**src/hw/rtl/rwtc_pkg.sv**
```systemverilog
// ----------------------------------------------------------------------------
// rwtc_pkg: shared types and constants of the wall texture column mapper
// Request codes, face codes, register indexes and sequencer states.
// ----------------------------------------------------------------------------
package rwtc_pkg;

    localparam int NUM_FACES = 4;
    localparam int MAX_ROWS  = 1024;

    localparam logic [1:0] REQ_WRITE = 2'd0;
    localparam logic [1:0] REQ_START = 2'd1;
    localparam logic [1:0] REQ_STEP  = 2'd2;

    localparam logic CFG_TEX_SIZE_LOG2 = 1'b0;
    localparam logic CFG_SCREEN_HEIGHT = 1'b1;

    localparam logic [2:0]  TEX_SIZE_LOG2_RESET = 3'd6;
    localparam logic [10:0] SCREEN_HEIGHT_RESET = 11'd480;

    localparam logic [23:0] DARK_MASK = 24'h7F7F7F;

    typedef enum logic [1:0] {
        FACE_N = 2'd0,
        FACE_S = 2'd1,
        FACE_E = 2'd2,
        FACE_W = 2'd3
    } t_face;

    typedef enum logic [1:0] {
        ST_RUN,
        ST_DIV,
        ST_MUL
    } t_state;

endpackage

```
**src/hw/rtl/rwtc_divider.sv**
```systemverilog
// ----------------------------------------------------------------------------
// rwtc_divider: texture step divider
// Restoring divider, one quotient bit per cycle: (1 << (lg + 16)) / den.
// ----------------------------------------------------------------------------
module rwtc_divider
    import rwtc_pkg::*;
#(
    parameter int MAX_TEX_LOG2 = 6
) (
    input  logic                        i_clk,
    input  logic                        i_rst_n,
    input  logic                        i_start,
    input  logic [$clog2(MAX_TEX_LOG2+1)-1:0] i_lg,
    input  logic [15:0]                 i_den,
    output logic                        o_done,
    output logic [MAX_TEX_LOG2+16:0]    o_quotient
);

    localparam int NUM_W = MAX_TEX_LOG2 + 17;
    localparam int CNT_W = $clog2(NUM_W);

    logic [NUM_W-1:0] r_num;
    logic [NUM_W-1:0] r_quo;
    logic [16:0]      r_rem;
    logic [15:0]      r_den;
    logic [CNT_W-1:0] r_count;
    logic             r_busy;
    logic             r_done;

    logic [16:0] w_rem_sh;
    logic        w_bit;
    logic [16:0] w_rem_next;

    always_comb begin
        w_rem_sh = {r_rem[15:0], r_num[NUM_W-1]};
        w_bit    = (w_rem_sh >= {1'b0, r_den});
        w_rem_next = w_bit ? (w_rem_sh - {1'b0, r_den}) : w_rem_sh;
    end

    always_ff @(posedge i_clk) begin
        if (!i_rst_n) begin
            r_busy  <= 1'b0;
            r_done  <= 1'b0;
            r_count <= '0;
        end else begin
            r_done <= 1'b0;
            if (i_start) begin
                r_busy  <= 1'b1;
                r_count <= CNT_W'(NUM_W - 1);
            end else if (r_busy) begin
                r_count <= r_count - 1'b1;
                if (r_count == '0) begin
                    r_busy <= 1'b0;
                    r_done <= 1'b1;
                end
            end
        end
    end

    always_ff @(posedge i_clk) begin
        if (i_start) begin
            r_num <= NUM_W'(1) << (NUM_W'(i_lg) + NUM_W'(16));
            r_rem <= '0;
            r_quo <= '0;
            r_den <= i_den;
        end else if (r_busy) begin
            r_num <= r_num << 1;
            r_rem <= w_rem_next;
            r_quo <= {r_quo[NUM_W-2:0], w_bit};
        end
    end

    assign o_done     = r_done;
    assign o_quotient = r_quo;

endmodule

```
**config.mk**
```make
export PLATFORM = sky130hd
export DESIGN_NAME = rwtc_divider
export DESIGN_NICKNAME = d
export VERILOG_FILES = /design/src/hw/rtl/rwtc_pkg.sv /design/src/hw/rtl/rwtc_divider.sv
export SDC_FILE = /design/constraint.sdc
export NUM_CORES = 1
export LEC_CHECK = 0
export ABC_CLOCK_PERIOD_IN_PS = 4200
export BUFFER_PORTS_ARGS = -buffer_cell sky130_fd_sc_hd__buf_2
export CAP_MARGIN = 25
export CORE_MARGIN = 3
export CORE_UTILIZATION = 50
export DETAILED_ROUTE_END_ITERATION = 8
export GPL_TIMING_DRIVEN = 0
export PLACE_DENSITY = 0.77
export SYNTH_ARGS = -nofsm -noshare
export SYNTH_HDL_FRONTEND = slang
export SYNTH_SLANG_ARGS = --single-unit
```
**constraint.sdc**
```tcl
create_clock -name i_clk -period 4.2 [get_ports i_clk]
set_clock_uncertainty 0.2 [all_clocks]
set_input_delay 0.84 -clock i_clk [delete_from_list [all_inputs] [get_ports i_clk]]
set_output_delay 0.84 -clock i_clk [all_outputs]
set_load 0.01 [all_outputs]
```
After elaboration in Yosys (flattened, before gate mapping):

Cells that the tools add are included.

* register bits after elaboration: 85
* bits in latches: 0
* memory bits (writable): 0
* memory bits (read-only): 0
* bits of input ports: 22
* output and inout bits: 24
* logic and storage cells: 28
* memories: 0

* $add $sub $neg: 3
* multipliers: 0
* div/mod/pow operators: 0
* $lt $le $gt $ge: 1
* equality and inequality tests: 0
* shifts and indexed selects: 1
* muxes and demuxes: 9
* bitwise gates (word level): 2
* reductions and logical operators: 4

Operators by type and width (count)
* 23-bit 2-to-1 mux: 2
* 1-bit by 6-bit left shift with 23-bit output (first input constant): 1
* 17-bit by 16-bit >= comparator with 1-bit output: 1
* 16-bit 2-to-1 mux: 1
* 16-bit subtractor: 1
* 5-bit 2-to-1 mux: 2
* 3-bit by 5-bit adder with 6-bit output (second input constant): 1
* 5-bit zero test: 1
* 5-bit by 1-bit subtractor with 5-bit output (second input constant): 1
* 1-bit 2-to-1 mux: 4
* 3-bit OR reduction: 1
* 1-bit NOT: 2
* 2-bit nonzero test: 1
* 2-bit OR reduction: 1

Longest topological paths before layout:

* word-level depth: 4
* gate-level depth with buffers: 11
* mapped depth without buffers: 10

Worst setup path before layout:

No wires, ideal clock.

* kind: reg-to-reg
* start point: register r_den[10]
* end point: register r_rem[11]
* library setup time: 0.122 ns
* arrival time: 1.906 ns
* required time: 3.878 ns
* setup slack: 1.972 ns
* cell stages (with the launch flop): 11
* path buffers: 2
* period minus slack after synthesis: 2.228 ns
* path through: edfxtp_1 inv_1 ha_1 buf_2 nand3_2 nor4_1 o21bai_2 o311a_2 buf_4 a32oi_1 o21ai_1

* longest elaborated chain between the ends: 2
* elaborated cells between the ends (all ways): 3
* those cells by class: add/sub (1); order compare (1); mux (1)

RTL lines
* start: declaration: line rwtc_divider.sv:25 `logic [15:0] r_den;`
* start signal: assignment: line rwtc_divider.sv:65 `r_den <= i_den;`
* 16-bit subtractor or 17-bit by 16-bit >= comparator with 1-bit output (tied branches): line rwtc_divider.sv:37, rwtc_divider.sv:36
* 16-bit 2-to-1 mux (*): line rwtc_divider.sv:37 `w_rem_next = w_bit ? (w_rem_sh - {1'b0, r_den}) : w_rem_sh;`
* end signal: assignment: line rwtc_divider.sv:68 `r_rem <= w_rem_next;`
* end: declaration: line rwtc_divider.sv:24 `logic [16:0] r_rem;`

Every way passes the cells marked *; elsewhere a longest branch is shown, timed or not.
A chain may end at the register's enable or synchronous reset.

Final worst setup path:

* start point: register r_den[10]
* end point: register r_rem[6]

* longest elaborated chain between the ends: 2

RTL lines
* 17-bit by 16-bit >= comparator with 1-bit output: line rwtc_divider.sv:36 `w_bit = (w_rem_sh >= {1'b0, r_den});`
* 16-bit 2-to-1 mux: line rwtc_divider.sv:37

Every way passes these cells.

==> flow_metrics.env <==
export IMPL_power_leakage_nw=1.78
export IMPL_place_gp_congestion=0.922
export IMPL_hold_viol_final=0
export IMPL_multiInputGateArea_mm2=0.00173
export IMPL_fin_ws_ns=1.65
export IMPL_wl_per_cell_um=14.2
export IMPL_first_iter_violations=202
export IMPL_final_cell_mix="nor2_1 (52), buf_2 (48), dfxtp_1 (46), nand2_1 (31), inv_1 (30)"
export IMPL_critPathRequiredTime_ns=4.25
export IMPL_area_growth_pct=15.2
export IMPL_startpoint_type="register"
export IMPL_fp_dieW_um=89.9
export IMPL_final_net_count=463
export IMPL_syn_area_mm2=0.00352
export IMPL_dr_pass1_iters=5
export IMPL_clockBufferDepth=2
export IMPL_endpoint_kind="register"
export IMPL_rsz0062_at_grt="no"
export IMPL_worst_slew_pin_slew_ns=0.649
export IMPL_path_clk_slew_ns=0.08
export IMPL_grt_ovfl_total=0
export IMPL_synth_edf_count=23
export IMPL_total_power_mw=1.54
export IMPL_post_route_cell_area_mm2=0.00406
export IMPL_yosysWarnings=0
export IMPL_ys_flop_type="dfxtp_1"
export IMPL_viasPerCell=5.38
export IMPL_hold_ws_ns=0.282
export IMPL_placedCellCount=504
export IMPL_min_path_type="register to register"
export IMPL_io_pins=46
export IMPL_grt_pass1_vias=2649
export IMPL_drv_slew=0
export IMPL_crit_path_start="r_den[10]$_DFFE_PP_"
export IMPL_ant_nets=0
export IMPL_fin_setup_tns_ns=0
export IMPL_grt_max_degree=22
export IMPL_postCtsHoldBufs=0
export IMPL_die_h_um=89.9
export IMPL_fp_row_count=29
export IMPL_cp_max_fo=10
export IMPL_routed_wl_mm=7.39
export IMPL_period_minus_slack_ns=2.55
export IMPL_holdCritStartpoint="r_rem[14]$_SDFFE_PP0P_"
export IMPL_n_fill_cell=545
export IMPL_synthArstFlopShare_pct=0
export IMPL_status="complete, no violations"
export IMPL_clock_fmax_mhz=393
export IMPL_seq_area_mm2=0.00161
export IMPL_root_buffer="clkbuf_8"
export IMPL_cts_tree="done"
export IMPL_drc=0
export IMPL_r2r_start="r_den[10]$_DFFE_PP_"
export IMPL_grt_total_usage_pct=19.3
export IMPL_clk_latency_ns=0.36
export IMPL_fin_util_pct=61.7
export IMPL_port_buffers=45
export IMPL_finalSetupViolCount=0
export IMPL_pre_cts_slack_ns=1.34
export IMPL_dieArea_mm2=0.00808
export IMPL_cts_repair_resized=0
export IMPL_cp_arrival_ns=2.60
export IMPL_postCtsSetupRepairBufs=0
export IMPL_detailed_place_hpwl_mm=5.31
export IMPL_timing_final_crit_share_pct=60.6
export IMPL_ir_drop_mv=0.268
export IMPL_grt_first_pass_wirelength_mm=12.7
export IMPL_cts_buffers=9
export IMPL_placed_area_mm2=0.00386
export IMPL_ys_types=60
export IMPL_synth_area_per_cell_um2=9.62
export IMPL_final_common_cell="nor2_1"
export IMPL_relSlewSlack_pct=56.6
export IMPL_layout_drive_gt1_share_pct=18.3
export IMPL_antenna_cells=0
export IMPL_postSynthNetCount=407
export IMPL_syn_inst=366
export IMPL_final_cell_count_no_fill=520
export IMPL_maxCapViolations=0
export IMPL_vias=2799
export IMPL_core_mm2=0.00657
export IMPL_antenna_found_initial=0
export IMPL_crit_type="register to register"
export IMPL_seq_area_frac_synth_pct=45.8
export IMPL_cellPowerDensity_mw_per_mm2=379
export IMPL_cts_max_level=3
export IMPL_ys_seq_elements=69
export IMPL_cts_sinks=69
export IMPL_start_util_pct=53.6
-- final timing paths --
kind / end / slack, ns / depth (start not counted)
worst max-delay path: r_rem[6]$_SDFFE_PP0P_ / 1.65 / 10
worst min-delay path: r_rem[14]$_SDFFE_PP0P_ / 0.28 / 2
worst max register to register: r_rem[6]$_SDFFE_PP0P_ / 1.65 / 10
worst min register to register: r_rem[14]$_SDFFE_PP0P_ / 0.28 / 2
-- logic make-up after synthesis --
group | count (synthesis) | synth area share [%]
simple gates | 129 | 17.4
flops | 69 | 45.8
compound gates | 64 | 13.5
buf+inv | 44 | 5.22
mux | 25 | 7.14
fa+ha+maj | 19 | 6.97
xor+xnor | 16 | 3.98
-- synth_stat cells (3+ instances only) --
cell / number / area [um^2]
a211oi_1: 3 / 22.5
a21o_1: 3 / 22.5
a21oi_1: 13 / 65.1
a311oi_1: 8 / 70.1
a31oi_1: 3 / 18.8
buf_2: 3 / 15.0
clkbuf_1: 7 / 26.3
dfxtp_1: 46 / 921
edfxtp_1: 23 / 691
ha_1: 18 / 225
inv_1: 30 / 113
mux2i_1: 24 / 240
nand2_1: 31 / 116
nand2b_1: 7 / 43.8
nand3_1: 7 / 35.0
nand4_1: 3 / 18.8
nor2_1: 52 / 195
nor2b_1: 4 / 25.0
nor3_1: 8 / 40.0
o21ai_0: 7 / 35.0
o21ai_1: 3 / 15.0
o21bai_1: 3 / 22.5
o22ai_1: 3 / 18.8
o311ai_0: 3 / 26.3
xnor2_1: 11 / 96.3
xor2_1: 5 / 43.8
-- area by class of cell --
cell class                 count  area share, %
timing repair buffer          45           5.55
buffer                        14           1.76
inverter                      30           2.78
tap                           93           2.87
clock inverter                 4          0.648
multi-input combinational    253           42.5
sequential                    69           39.7
clock buffer                  12           4.10
-- worst max-delay path, stage by stage (launching register included) --
cell and delay [ns]:
edfxtp_1 0.34, inv_1 0.05, ha_1 0.25, buf_2 0.17, nand3_2 0.16, nor4_1 0.40
o21bai_2 0.13, o311ai_4 0.17, buf_6 0.22, nand2_1 0.06, a311oi_1 0.28
-- state kept, by name, indices dropped and copies added (netlist names) --
signal      cells
r_rem          16
r_count         5
r_num           7
o_quotient     23
r_busy          1
r_den          16
o_done          1
-- metal layers --
metal / vias up / track usage [%] / share of wire (%)
li1: 1410 / - / -
met1: 1316 / 26.5 / 48
met2: 62 / 28.8 / 45
met3: 11 / 5.84 / 5.4
met4: 0 / 7.02 / 1.6
met5: - / 0 / 0
-- power breakdown --
part           total [mW]  leakage [nW]  internal (mW)  switching, mW
clock               0.534         0.103          0.269          0.265
combinational       0.258          1.07          0.106          0.152
sequential          0.743         0.605          0.725         0.0180
Note: power is estimated with default switching activity, not from simulation.
